`src/sv/assert_macros.svh`:
```
// Assertion helpers shared by the RTL. Simulation builds get the checks,
// synthesis builds get empty macros.
`ifndef ASSERT_MACROS_SVH
`define ASSERT_MACROS_SVH

`ifndef SYNTHESIS

// Property that must hold at every clock edge outside reset.
`define ASSERT_CLK(lbl, clk, rst_n, prop) \
    lbl: assert property (@(posedge clk) disable iff (!rst_n) (prop)) \
        else $error("assertion failed");

// Condition that must never be true at a clock edge outside reset.
`define ASSERT_NEVER(lbl, clk, rst_n, cond) \
    lbl: assert property (@(posedge clk) disable iff (!rst_n) !(cond)) \
        else $error("forbidden condition seen");

`else

`define ASSERT_CLK(lbl, clk, rst_n, prop)
`define ASSERT_NEVER(lbl, clk, rst_n, cond)

`endif

`endif

```
`src/sv/mbsp_pkg.sv`:
```
// ----------------------------------------------------------------------------
// MIDI byte stream parser package
// Types and constants shared by the parser decode logic and the top level.
// ----------------------------------------------------------------------------
`default_nettype none

package mbsp_pkg;

    localparam int unsigned ByteW = 8;
    localparam int unsigned DataW = 7;
    localparam int unsigned KindW = 2;

    localparam logic [KindW-1:0] KIND_MESSAGE  = 2'd0;
    localparam logic [KindW-1:0] KIND_SYSEX    = 2'd1;
    localparam logic [KindW-1:0] KIND_REALTIME = 2'd2;

    localparam logic [ByteW-1:0] STATUS_SYSEX     = 8'hF0;
    localparam logic [ByteW-1:0] STATUS_MTC_QF    = 8'hF1;
    localparam logic [ByteW-1:0] STATUS_SONG_SEL  = 8'hF3;
    localparam logic [3:0]       NIBBLE_PROG_CHG  = 4'hC;
    localparam logic [3:0]       NIBBLE_CHAN_PRES = 4'hD;
    localparam logic [3:0]       NIBBLE_SYSTEM    = 4'hF;
    // Real-time bytes are 0xF8 through 0xFF: the top five bits are all set.
    localparam logic [4:0]       REALTIME_PREFIX  = 5'b11111;

    typedef enum logic [1:0] {
        PH_IDLE   = 2'd0,
        PH_ONE    = 2'd1,
        PH_FIRST  = 2'd2,
        PH_SECOND = 2'd3
    } t_phase;

    typedef struct packed {
        t_phase           phase;
        logic [ByteW-1:0] run_status;
        logic [DataW-1:0] held_data;
    } t_parse_state;

    typedef struct packed {
        logic             valid;
        logic [KindW-1:0] kind;
        logic [ByteW-1:0] status;
        logic [DataW-1:0] data1;
        logic [DataW-1:0] data2;
    } t_result;

endpackage

`default_nettype wire

```
`src/sv/mbsp_decode.sv`:
```
// ----------------------------------------------------------------------------
// MIDI parser byte decode
// Combinational next-state and result logic for one received byte.
// ----------------------------------------------------------------------------
`default_nettype none

module mbsp_decode (
    input  wire logic [mbsp_pkg::ByteW-1:0] i_byte,
    input  wire mbsp_pkg::t_parse_state     i_state,
    output mbsp_pkg::t_parse_state          o_state,
    output mbsp_pkg::t_result               o_result
);
    import mbsp_pkg::*;

    logic             is_realtime;
    logic             one_data;
    logic             have_status;
    logic             status_common;
    logic [DataW-1:0] data_bits;

    assign is_realtime   = (i_byte[ByteW-1:ByteW-5] == REALTIME_PREFIX);
    assign one_data      = (i_byte[ByteW-1:ByteW-4] == NIBBLE_PROG_CHG)
                        || (i_byte[ByteW-1:ByteW-4] == NIBBLE_CHAN_PRES)
                        || (i_byte == STATUS_MTC_QF)
                        || (i_byte == STATUS_SONG_SEL);
    assign have_status   = (i_state.run_status != '0);
    assign status_common = (i_state.run_status[ByteW-1:ByteW-4] == NIBBLE_SYSTEM);
    assign data_bits     = i_byte[DataW-1:0];

    always_comb begin
        o_state  = i_state;
        o_result = '0;
        if (is_realtime) begin
            o_result.valid  = 1'b1;
            o_result.kind   = KIND_REALTIME;
            o_result.status = i_byte;
        end else if (i_byte[ByteW-1]) begin
            o_state.run_status = i_byte;
            if (i_byte == STATUS_SYSEX) begin
                o_state.phase   = PH_IDLE;
                o_result.valid  = 1'b1;
                o_result.kind   = KIND_SYSEX;
                o_result.status = STATUS_SYSEX;
            end else if (one_data) begin
                o_state.phase = PH_ONE;
            end else begin
                o_state.phase = PH_FIRST;
            end
        end else begin
            unique case (i_state.phase)
                PH_ONE: begin
                    o_result.valid  = have_status;
                    o_result.kind   = KIND_MESSAGE;
                    o_result.status = i_state.run_status;
                    o_result.data1  = data_bits;
                    if (status_common) begin
                        o_state.run_status = '0;
                    end
                end
                PH_FIRST: begin
                    o_state.held_data = data_bits;
                    o_state.phase     = PH_SECOND;
                end
                PH_SECOND: begin
                    o_state.phase   = PH_FIRST;
                    o_result.valid  = have_status;
                    o_result.kind   = KIND_MESSAGE;
                    o_result.status = i_state.run_status;
                    o_result.data1  = i_state.held_data;
                    o_result.data2  = data_bits;
                    if (status_common) begin
                        o_state.run_status = '0;
                    end
                end
                default: begin
                    // Data while idle or inside sysex is dropped.
                end
            endcase
        end
    end

endmodule

`default_nettype wire

```
`src/sv/midi_byte_stream_parser.sv`:
```
// ----------------------------------------------------------------------------
// MIDI byte stream parser
// Rebuilds MIDI messages with running status from a stream of received bytes.
// ----------------------------------------------------------------------------
// Usage:
// The input channel takes one received byte per request on i_rx_byte, with
// i_valid from the sender and o_stall back to it. The output channel gives
// one parsed message per request on o_msg_* with o_valid, and the receiver
// holds it with i_stall. A byte is held in the input register and then
// parsed into the result register, which drives o_valid; a held output
// can keep the byte waiting in the input register.
// One byte is taken in every cycle while the output is not held, so the
// sustained rate is one byte per cycle; the parse state update in the second
// stage is a single step and sets that figure. Bytes that complete no
// message simply leave an empty slot. Real-time bytes take the same path and
// are never held back by a partial message.
// While i_stall holds a waiting result, the input register still takes one
// more byte, then o_stall rises until the result is taken.
// Reset (i_rst_n low, synchronous) empties both registers, returns the parser
// to idle and clears the running status and held data byte.
// ----------------------------------------------------------------------------
`default_nettype none

`include "assert_macros.svh"

module midi_byte_stream_parser (
    input  wire logic                         i_clk,
    input  wire logic                         i_rst_n,
    input  wire logic                         i_valid,
    output logic                              o_stall,
    input  wire logic [mbsp_pkg::ByteW-1:0]   i_rx_byte,
    output logic                              o_valid,
    input  wire logic                         i_stall,
    output logic      [mbsp_pkg::KindW-1:0]   o_msg_kind,
    output logic      [mbsp_pkg::ByteW-1:0]   o_msg_status,
    output logic      [mbsp_pkg::DataW-1:0]   o_msg_data1,
    output logic      [mbsp_pkg::DataW-1:0]   o_msg_data2
);
    import mbsp_pkg::*;

    logic             r_in_valid;
    logic [ByteW-1:0] r_in_byte;
    t_parse_state     r_state;
    t_parse_state     n_state;
    t_result          r_out;
    t_result          n_out;
    logic             out_ready;
    logic             in_take;
    logic             stage_fire;

    // The result register can load when it is empty or being drained.
    assign out_ready  = !r_out.valid || !i_stall;
    assign stage_fire = r_in_valid && out_ready;
    assign o_stall    = r_in_valid && !out_ready;
    assign in_take    = i_valid && !o_stall;

    mbsp_decode u_decode (
        .i_byte   (r_in_byte),
        .i_state  (r_state),
        .o_state  (n_state),
        .o_result (n_out)
    );

    always_ff @(posedge i_clk) begin
        if (!i_rst_n) begin
            r_in_valid <= 1'b0;
        end else if (in_take) begin
            r_in_valid <= 1'b1;
        end else if (stage_fire) begin
            r_in_valid <= 1'b0;
        end
        if (in_take) begin
            r_in_byte <= i_rx_byte;
        end
    end

    always_ff @(posedge i_clk) begin
        if (!i_rst_n) begin
            r_state     <= '{phase: PH_IDLE, run_status: '0, held_data: '0};
            r_out.valid <= 1'b0;
        end else begin
            if (stage_fire) begin
                r_state     <= n_state;
                r_out.valid <= n_out.valid;
            end else if (out_ready) begin
                r_out.valid <= 1'b0;
            end
        end
        if (stage_fire) begin
            r_out.kind   <= n_out.kind;
            r_out.status <= n_out.status;
            r_out.data1  <= n_out.data1;
            r_out.data2  <= n_out.data2;
        end
    end

    assign o_valid      = r_out.valid;
    assign o_msg_kind   = r_out.kind;
    assign o_msg_status = r_out.status;
    assign o_msg_data1  = r_out.data1;
    assign o_msg_data2  = r_out.data2;

    // A channel status never leaves the parser idle; only sysex start does.
    `ASSERT_CLK(a_status_phase, i_clk, i_rst_n,
        (r_state.run_status != '0 && r_state.run_status != STATUS_SYSEX)
            |-> (r_state.phase != PH_IDLE))
    `ASSERT_CLK(a_realtime_clean, i_clk, i_rst_n,
        (r_out.valid && r_out.kind == KIND_REALTIME)
            |-> (r_out.status[ByteW-1:ByteW-5] == REALTIME_PREFIX
                 && r_out.data1 == '0 && r_out.data2 == '0))
    `ASSERT_CLK(a_sysex_status, i_clk, i_rst_n,
        (r_out.valid && r_out.kind == KIND_SYSEX) |-> (r_out.status == STATUS_SYSEX))
    `ASSERT_NEVER(a_stall_empty, i_clk, i_rst_n, o_stall && !r_in_valid)

endmodule

`default_nettype wire

```
`config.mk`:
```
export PLATFORM = sky130hd
export DESIGN_NAME = midi_byte_stream_parser
export DESIGN_NICKNAME = d
export VERILOG_FILES = /design/src/sv/mbsp_pkg.sv /design/src/sv/mbsp_decode.sv /design/src/sv/midi_byte_stream_parser.sv
export VERILOG_INCLUDE_DIRS = /design/src /design/src/sv
export SDC_FILE = /design/constraint.sdc
export NUM_CORES = 1
export LEC_CHECK = 0
export BUFFER_PORTS_ARGS = -buffer_cell sky130_fd_sc_hd__buf_4
export CELL_PAD_IN_SITES_DETAIL_PLACEMENT = 2
export CELL_PAD_IN_SITES_GLOBAL_PLACEMENT = 2
export CORE_MARGIN = 2
export CORE_UTILIZATION = 39
export CTS_BUF_LIST = sky130_fd_sc_hd__clkbuf_16
export DETAILED_ROUTE_END_ITERATION = 12
export PLACE_DENSITY_LB_ADDON = 0.1
export SLEW_MARGIN = 10
export SYNTH_ARGS = -nofsm -noshare
export SYNTH_HDL_FRONTEND = slang
export SYNTH_SLANG_ARGS = --single-unit
export TNS_END_PERCENT = 5
```
`constraint.sdc`:
```
create_clock -name i_clk -period 3.6 [get_ports i_clk]
set_input_delay 0.54 -clock i_clk [delete_from_list [all_inputs] [get_ports i_clk]]
set_output_delay 0.54 -clock i_clk [all_outputs]
set_load 0.02 [all_outputs]
```
==> impl_metrics.py, run 1 <==
metrics = {
    "setup_path": {
        "critical_path_required_ns": 3.78,
        "crit_family": "simple AND/OR/NAND/NOR gates",
        "reg2reg_to": "r_state[5]",
        "arrival_ns": 2.06,
        "critPathCapture": "r_state[5]",
        "worst-path-buf-inv": 0,
        "startpoint": "o_valid",
        "worst-path-stages": 4,
        "critPathMaxStageDelay_ns": 0.52,
        "crit_chain": "a21boi_2 -> nand3_1 -> mux2i_1 -> nor2b_1",
        "crit_type": "flop to flop",
        "regToRegStartpoint": "o_valid",
        "start_kind": "flop",
        "ff2ff_setup_slack_ns": 1.72,
        "crit_path_end_kind": "flop",
        "critPathSlowestCell": "a21boi_2",
        "crit_fanout": 10,
        "ff2ff_path_depth": 4,
    },
    "timing": {
        "report.final.slew_viol_count": 0,
        "tightest_slew_ns": 0.885,
        "grt_setup_unrepaired": "no",
        "setup-violations-final": 0,
        "period_share": 0.522,
        "skew_ns": 0.00590,
        "setup_tns_ns": 0,
        "hold_viol_final": 0,
        "finalWorstSetupSlack_ns": 1.72,
        "slew_headroom": 0.409,
        "whs_ns": 0.418,
        "fmax_ghz": 0.532,
        "min_period_ns": 1.88,
    },
    "cts": {
        "htreeDepth": 2,
        "root_buffer": "clkbuf_16",
        "cts_resized": 0,
        "cts_sinks": 51,
        "cts_setup_buffers": 0,
        "cts_hold_buf": 0,
        "clkTransAtPathRegs_ns": 0.07,
        "cts_tree": "done",
        "cts_made_buffers": 5,
        "clock_path_buffers": 2,
        "clk_latency_ns": 0.29,
    },
    "finish": {
        "antennaDiodeCount": 0,
        "drive_above_1_share": 0.275,
        "final_cell_mix": "38 x buf_4, 32 x edfxtp_1, 19 x dfxtp_1",
        "final_common_cell": "buf_4",
        "nFillCells": 510,
        "fin_cells": 259,
        "syn_to_final_growth_pct": 24.8,
        "nets": 200,
    },
    "global_routing": {
        "antenna_found_initial": 0,
        "grt.total_usage": 0.184,
        "grt_pass1_vias": 1526,
        "gr-total-overflow": 0,
        "grt_max_degree": 23,
        "grt_pass1_wl_mm": 8.18,
    },
    "logic_synthesis": {
        "yosysWarnings": 0,
        "ys_seq_elements": 51,
        "synth_xor_xnor_area_share": 0,
        "syn-mean-instance-area_um2": 13.5,
        "netlist_area_um2": 2040,
        "synth.distinct_cells": 36,
        "synth-main-ff-cell": "edfxtp_1",
        "async_flop_share": 0,
        "synth.mux.area_fraction": 0.0688,
        "synth_edf_count": 32,
        "synth_sequential_area_ratio": 0.658,
        "synthAdderAreaFrac": 0,
        "syn_inst": 151,
        "syn_nets": 163,
        "yosys.area_share.simple": 0.123,
        "synth_compound_area_frac": 0.127,
        "synth_top_family_by_area": "compound AO/OA/AOI/OAI gates",
    },
    "floorplan": {
        "start_util": 0.401,
        "num_rows": 26,
        "num_io_pins": 38,
        "dieWidth_um": 76.3,
        "dieArea_um2": 5820,
        "core_um2": 5070,
        "die_y_um": 76.3,
    },
    "pwr": {
        "ir_drop_mv": 0.330,
        "power_leakage_nw": 1.06,
        "finalPower_mw": 1.30,
        "p_per_area_nw_per_um2": 510,
    },
    "placement": {
        "port_buffers": 37,
        "gp_congestion": 0.783,
        "pre_cts_slack_ns": 1.44,
        "hpwl_mm": 3.38,
        "dp_cells": 251,
    },
    "run": {
        "maxCapViolCount": 0,
    },
    "routing": {
        "dr_total_vias": 1409,
        "drtAntennaViolNets": 0,
        "drt-total-wl_mm": 4.95,
        "drt-vias-per-instance": 5.44,
        "drt_iter0_drc": 57,
        "post_drt_wl_per_cell_um": 19.1,
        "drtPass1Iterations": 4,
        "drc": 0,
    },
    "min_path": {
        "hold_class": "input pin to flop",
    },
    "outcome": {
        "outcome": "completed",
    },
}
==> cells in the mapped netlist, types with 2 or more instances <==
cell	number	area (um^2)
inv_1	2	7.51
mux2i_1	14	140
nor2b_1	9	56.3
nand3_1	3	15.0
a21oi_1	2	10.0
o21ai_0	3	15.0
a21o_1	6	45.0
nand2_1	4	15.0
nor2_1	11	41.3
nor4_1	2	12.5
dfxtp_1	19	380
and3_1	9	56.3
edfxtp_1	32	961
a22o_1	3	26.3
buf_2	2	10.0
clkbuf_1	4	15.0
a32o_1	7	70.1
==> state kept, by name, summed over array words and instances, names as in the netlist <==
| register | flops |
|---|---|
| r_in_valid | 1 |
| o_msg_status | 8 |
| o_valid | 1 |
| o_msg_data1 | 7 |
| o_msg_kind | 2 |
| r_state | 17 |
| r_in_byte | 8 |
| o_msg_data2 | 7 |
==> through the flow <==
stage	instance area, um^2	util
after floorplan	2040	-
after global placement	2370	0.467
after detailed placement	2370	0.467
after CTS	2540	0.501
after global routing	2540	0.501
final	2540	0.501
==> worst min-delay path by stage <==
stage,endpoint,start,slack (ns),cells past startpoint
3_3_place_gp,o_valid,o_valid,0.48,2
2_1_floorplan,o_valid,r_in_valid,0.46,2
5_1_grt,r_in_byte[1],i_rx_byte[1],0.41,1
4_1_cts,r_in_byte[5],i_rx_byte[5],0.41,1
3_5_place_dp,o_valid,o_valid,0.51,2
6_report,r_in_byte[5],i_rx_byte[5],0.42,1
==> area by class of cell <==
class                   count  area (um^2)  share of cell area
clock buffers               5          125              0.0492
flip-flops and latches     51         1340               0.528
clock inverters             3         47.5              0.0187
repair buffers             38          285               0.112
multi-input cells          90          648               0.255
well taps                  70         87.6              0.0344
inverters                   2         7.51             0.00295
==> metal layers <==
| layer | routed length [um] | GRT usage | vias up | share of wire |
|---|---|---|---|---|
| li1 | - | - | 645 | - |
| met1 | 2030 | 0.211 | 721 | 0.41 |
| met2 | 2620 | 0.328 | 37 | 0.53 |
| met3 | 236 | 0.0545 | 6 | 0.048 |
| met4 | 57 | 0.0600 | 0 | 0.012 |
| met5 | 0 | 0 | - | 0 |
==> power breakdown <==
group	leakage [nW]	switching, mW	internal, mW	total, mW
Sequential	0.469	0.0245	0.641	0.665
Clock	0.0844	0.218	0.332	0.549
Combinational	0.508	0.0445	0.0363	0.0807
==> cell families (layout without fill, tap and decap cells) <==
| kind of cell | after synthesis | count (layout) |
|---|---|---|
| AND/OR/NAND/NOR | 44 | 44 |
| AO/OA/AOI/OAI | 32 | 32 |
| multiplexers | 14 | 14 |
| flip-flops | 51 | 51 |
| buffers and inverters | 10 | 48 |
No activity file was read; power rests on OpenSTA's default activity.
==> inputs of run 2 (changes only) <==
--- a/config.mk
+++ b/config.mk
@@ -10,7 +10,7 @@
 export CELL_PAD_IN_SITES_DETAIL_PLACEMENT = 2
 export CELL_PAD_IN_SITES_GLOBAL_PLACEMENT = 2
 export CORE_MARGIN = 2
-export CORE_UTILIZATION = 39
+export CORE_UTILIZATION = 33
 export CTS_BUF_LIST = sky130_fd_sc_hd__clkbuf_16
 export DETAILED_ROUTE_END_ITERATION = 12
 export PLACE_DENSITY_LB_ADDON = 0.1
==> constraint.sdc (replaced) <==
create_clock -name i_clk -period 1.7 [get_ports i_clk]
set_input_delay 0.255 -clock i_clk [delete_from_list [all_inputs] [get_ports i_clk]]
set_output_delay 0.255 -clock i_clk [all_outputs]
set_load 0.02 [all_outputs]
==> run 2 against run 1 <==
Compared with the run above: core utilization is 6.5 points lower; via count is 0.28% lower; wire length is 2.4% higher; cell area is 2.2% higher; global-route usage is 2.2 points lower; critical path type unchanged; critical endpoint is now r_state[8]; largest power group unchanged.
==> impl_metrics.py, run 2 (synthesis results as in run 1) <==
metrics = {
    "outcome": {
        "outcome": "completed",
    },
    "cts": {
        "clk_latency_ns": 0.29,
        "clkTransAtPathRegs_ns": 0.07,
        "htreeDepth": 2,
        "cts_made_buffers": 5,
        "cts_sinks": 51,
        "cts_tree": "done",
        "clock_path_buffers": 2,
        "cts_setup_buffers": 0,
        "root_buffer": "clkbuf_16",
    },
    "routing": {
        "drtAntennaViolNets": 0,
        "drt-total-wl_mm": 5.06,
        "post_drt_wl_per_cell_um": 18.7,
        "drt_iter0_drc": 58,
        "drc": 0,
        "drtPass1Iterations": 4,
        "drt-vias-per-instance": 5.18,
        "dr_total_vias": 1405,
    },
    "timing": {
        "skew_ns": 0.00508,
        "setup_tns_ns": 0,
        "whs_ns": 0.143,
        "hold_viol_final": 0,
        "min_period_ns": 1.61,
        "tightest_slew_ns": 0.534,
        "setup-violations-final": 0,
        "slew_headroom": 0.642,
        "report.final.slew_viol_count": 0,
        "fmax_ghz": 0.621,
        "period_share": 0.947,
        "grt_setup_unrepaired": "no",
    },
    "placement": {
        "port_buffers": 37,
        "gp_congestion": 0.728,
        "dp_cells": 263,
        "hpwl_mm": 3.47,
    },
    "setup_path": {
        "crit_type": "flop to flop",
        "arrival_ns": 1.79,
        "critical_path_required_ns": 1.88,
        "crit_fanout": 7,
        "start_kind": "flop",
        "crit_path_end_kind": "flop",
    },
    "pwr": {
        "ir_drop_mv": 0.589,
        "power_switching_mw": 0.588,
        "seqPwrFrac": 0.543,
        "finalPower_mw": 2.58,
        "p_int_mw": 1.99,
        "clkPwrFrac": 0.381,
        "p_per_area_nw_per_um2": 992,
        "power_leakage_nw": 1.08,
        "p_sw_frac": 0.228,
        "p_comb_frac": 0.076,
    },
    "floorplan": {
        "num_rows": 28,
        "dieArea_um2": 6820,
        "dieWidth_um": 82.6,
        "die_y_um": 82.6,
        "core_um2": 5960,
        "num_io_pins": 38,
        "start_util": 0.342,
    },
    "global_routing": {
        "grt_pass1_vias": 1451,
        "grt_max_degree": 25,
        "antenna_found_initial": 0,
        "grt.total_usage": 0.162,
        "gr-total-overflow": 0,
        "grt_pass1_wl_mm": 7.84,
    },
    "finish": {
        "antennaDiodeCount": 0,
        "largest_register_ffs": 17,
        "syn_to_final_growth_pct": 27.5,
        "final_cell_mix": "45 x buf_4, 32 x edfxtp_1, 19 x dfxtp_1",
        "drive_above_1_share": 0.306,
        "largest-register": "r_state",
        "nets": 207,
        "nFillCells": 608,
        "final_common_cell": "buf_4",
        "fin_cells": 271,
    },
    "run": {
        "maxCapViolCount": 0,
    },
    "min_path": {
        "hold_class": "input pin to flop",
    },
}
==> run 2: area by class of cell <==
class	instances	area, um^2	area share
clock buffer	5	125	0.0482
multi-input combinational	90	672	0.259
timing repair buffer	45	338	0.130
inverter	2	7.51	0.00289
sequential	51	1340	0.516
tap	75	93.8	0.0361
clock inverter	3	20.0	0.00771
==> run 2: worst max-delay path, stage by stage (launching register included) <==
cell and delay (ns):
edfxtp_1 0.57, nand4_4 0.19, o21a_2 0.30, and3_4 0.23
a32o_1 0.21
==> run 2: routing by layer <==
layer  track usage  share of wire
met4        0.0574          0.013
met5             0              0
met1         0.188           0.41
met2         0.294           0.54
met3        0.0348          0.036
==> run 2: power groups by stage <==
stage	combinational, mW	clock [mW]	sequential (mW)
final	0.197	0.980	1.40
after global routing	0.215	1.05	1.40
after CTS	0.200	1.00	1.40
after detailed placement	0.197	0	1.42
after global placement	0.192	0	1.42
after floorplan	0.0875	0	1.43
==> run 2: metrics by stage <==
step,worst slack (ns),utilization,area (um^2)
3_3_place_gp,0.147,0.410,2440
5_1_grt,0.00493,0.436,2600
4_1_cts,0.0586,0.434,2590
6_report,0.0897,0.436,2600
3_5_place_dp,0.0971,0.410,2440
2_1_floorplan,-0.0361,-,2050
==> run 2: timing repair <==
action                     CTS  global route
setup endpoints to repair    0            14
hold buffers                 0             0
resized for setup            0             2
==> run 2: path summary, 6_finish.rpt <==
path                            slack, ns  cells past startpoint          from           end
worst max register to register       0.09                      4  r_in_byte[5]    r_state[8]
worst max-delay path                 0.09                      4  r_in_byte[5]    r_state[8]
worst min-delay path                 0.14                      1  i_rx_byte[1]  r_in_byte[1]
worst min register to register       0.53                      2    r_in_valid       o_valid
==> inputs of run 3 (changes only) <==
--- a/config.mk
+++ b/config.mk
@@ -6,11 +6,12 @@
 export SDC_FILE = /design/constraint.sdc
 export NUM_CORES = 1
 export LEC_CHECK = 0
+export ABC_AREA = 1
 export BUFFER_PORTS_ARGS = -buffer_cell sky130_fd_sc_hd__buf_4
 export CELL_PAD_IN_SITES_DETAIL_PLACEMENT = 2
 export CELL_PAD_IN_SITES_GLOBAL_PLACEMENT = 2
 export CORE_MARGIN = 2
-export CORE_UTILIZATION = 33
+export CORE_UTILIZATION = 30
 export CTS_BUF_LIST = sky130_fd_sc_hd__clkbuf_16
 export DETAILED_ROUTE_END_ITERATION = 12
 export PLACE_DENSITY_LB_ADDON = 0.1
==> run 3 against run 2 <==
Compared with the run above: wire length increased by 7.6%; clock skew decreased by 0.00060 ns; sequential share of layout area decreased by 0.25 points; non-clock buffer count decreased by 3; clock power increased by 30%; worst hold slack improved by 0.0012 ns; fmax increased by 13%; flip-flop and latch count unchanged; synthesized cell count increased by 32%; area after synthesis decreased by 0.86%; first-iteration DRC count increased by 3.4%; core utilization decreased by 3.0 points; critical endpoint is now r_state[14].
==> impl_metrics.py, run 3 <==
metrics = {
    "outcome": {
        "outcome": "completed",
    },
    "logic_synthesis": {
        "synth_edf_count": 32,
        "synth_top_area_frac": 0.476,
        "netlist_area_um2": 2020,
        "synth.most_common_cell": "nand2_1",
        "syn_inst": 200,
        "synth_area_leaders": "edfxtp_1 48%, dfxtp_1 19%, nand2_1 8.7%",
        "syn-mean-instance-area_um2": 10.1,
        "synth_sequential_area_ratio": 0.664,
        "yosysWarnings": 0,
        "synth.distinct_cells": 20,
        "synth-main-ff-cell": "edfxtp_1",
        "async_flop_share": 0,
        "syn_nets": 212,
        "ys_seq_elements": 51,
        "yosysTopAreaCell": "edfxtp_1",
        "synth_common_cells": "47 x nand2_1, 32 x edfxtp_1, 23 x nor2_1",
    },
    "global_routing": {
        "grt_max_degree": 25,
        "grt_pass1_vias": 1627,
        "antenna_found_initial": 0,
        "gr-total-overflow": 0,
        "grt_pass1_wl_mm": 8.77,
        "grt.total_usage": 0.157,
    },
    "finish": {
        "nets": 258,
        "largest-register": "r_state",
        "syn_to_final_growth_pct": 29.2,
        "drive_above_1_share": 0.223,
        "antennaDiodeCount": 0,
        "largest_register_ffs": 17,
        "final_common_cell": "nand2_1",
        "final_cell_mix": "47 x nand2_1, 41 x buf_4, 32 x edfxtp_1",
        "fin_cells": 324,
    },
    "cts": {
        "clock_path_buffers": 2,
        "cts_made_buffers": 5,
        "cts_tree": "done",
        "clkTransAtPathRegs_ns": 0.06,
        "cts_resized": 0,
        "cts_sinks": 51,
        "cts_setup_buffers": 0,
        "htreeDepth": 2,
        "clk_latency_ns": 0.29,
        "root_buffer": "clkbuf_16",
        "cts_hold_buf": 0,
    },
    "placement": {
        "hpwl_mm": 4.00,
        "dp_cells": 316,
        "port_buffers": 37,
        "gp_congestion": 0.731,
        "pre_cts_slack_ns": 0.230,
    },
    "timing": {
        "skew_ns": 0.00448,
        "setup_tns_ns": 0,
        "slew_headroom": 0.703,
        "hold_viol_final": 0,
        "fmax_ghz": 0.704,
        "setup-violations-final": 0,
        "period_share": 0.836,
        "min_period_ns": 1.42,
        "report.final.slew_viol_count": 0,
        "finalWorstSetupSlack_ns": 0.279,
        "grt_setup_unrepaired": "no",
        "tightest_slew_ns": 0.445,
    },
    "routing": {
        "post_drt_wl_per_cell_um": 16.8,
        "drt-total-wl_mm": 5.45,
        "dr_total_vias": 1580,
        "drtPass1Iterations": 6,
        "drtAntennaViolNets": 0,
        "drc": 0,
        "drt-vias-per-instance": 4.88,
        "drt_iter0_drc": 60,
    },
    "floorplan": {
        "start_util": 0.314,
        "core_um2": 6420,
        "dieWidth_um": 86.0,
        "die_y_um": 86.0,
        "dieArea_um2": 7400,
        "num_io_pins": 38,
        "num_rows": 29,
    },
    "min_path": {
        "min_to": "r_in_byte[3]",
        "hold_class": "input pin to flop",
        "min_from": "i_rx_byte[3]",
        "min_path_cells": 1,
    },
    "setup_path": {
        "crit_path_end_kind": "flop",
        "reg2reg_to": "r_state[14]",
        "ff2ff_setup_slack_ns": 0.28,
        "arrival_ns": 1.57,
        "regToRegStartpoint": "r_in_byte[6]",
        "critical_path_required_ns": 1.85,
        "start_kind": "flop",
        "crit_fanout": 8,
        "crit_type": "flop to flop",
        "ff2ff_path_depth": 8,
    },
    "pwr": {
        "ir_drop_mv": 0.495,
        "power_leakage_nw": 1.08,
        "p_per_area_nw_per_um2": 1090,
    },
    "run": {
        "maxCapViolCount": 0,
    },
}
[run 3: cells by family (layout without fill, tap and decap cells)]
group,after synthesis,count (layout),share of synthesized area
AND/OR/NAND/NOR,85,85,0.175
buffers and inverters,23,70,0.0483
AO/OA/AOI/OAI,41,41,0.113
flip-flops,51,51,0.664
[run 3: layer usage]
metal  track usage  share of wire
met5             0              0
met4        0.0303         0.0073
met3        0.0298          0.046
met2         0.278           0.51
met1         0.200           0.44
[run 3: layout make-up]
cell class / instances / area [um^2]
Clock buffer: 5 / 125
Clock inverter: 3 / 63.8
Fill cell: 718 / 3810
Inverter: 20 / 75.1
Multi-Input combinational cell: 126 / 581
Sequential cell: 51 / 1340
Tap cell: 77 / 96.3
Timing Repair Buffer: 42 / 328
[run 3: critical path, stage by stage, from the launching register on]
cell      delay (ns)
edfxtp_1        0.46
nand2_1         0.15
inv_1           0.05
nand2_1         0.10
nor2_2          0.05
nor2_1          0.15
nand2_2         0.15
nand2_1         0.11
a21oi_1         0.07
[run 3: where the power goes]
part / switching [mW] / total [mW] / internal, mW
registers: 0.0303 / 1.39 / 1.36
logic: 0.129 / 0.201 / 0.0721
clock network: 0.428 / 1.27 / 0.838
[run 3: how the worst max path moves through the flow]
stage | start | endpoint | slack (ns)
6_report | r_in_byte[6] | r_state[14] | 0.28
3_3_place_gp | i_stall | r_state[16] | 0.23
5_1_grt | r_in_byte[6] | r_state[14] | 0.09
2_1_floorplan | o_valid | o_msg_data1[0] | 0.22
4_1_cts | r_in_byte[6] | r_state[14] | 0.26
3_5_place_dp | i_stall | r_state[16] | 0.23
[run 3: stage by stage]
step | utilization | total power [mW] | area (um^2) | hold WS, ns
floorplan | - | 1.51 | 2020 | 0.354
global placement | 0.377 | 1.61 | 2420 | 0.433
detailed placement | 0.377 | 1.62 | 2420 | 0.434
CTS | 0.406 | 2.89 | 2610 | 0.138
global route | 0.406 | 2.96 | 2610 | 0.133
finish | 0.406 | 2.86 | 2610 | 0.144
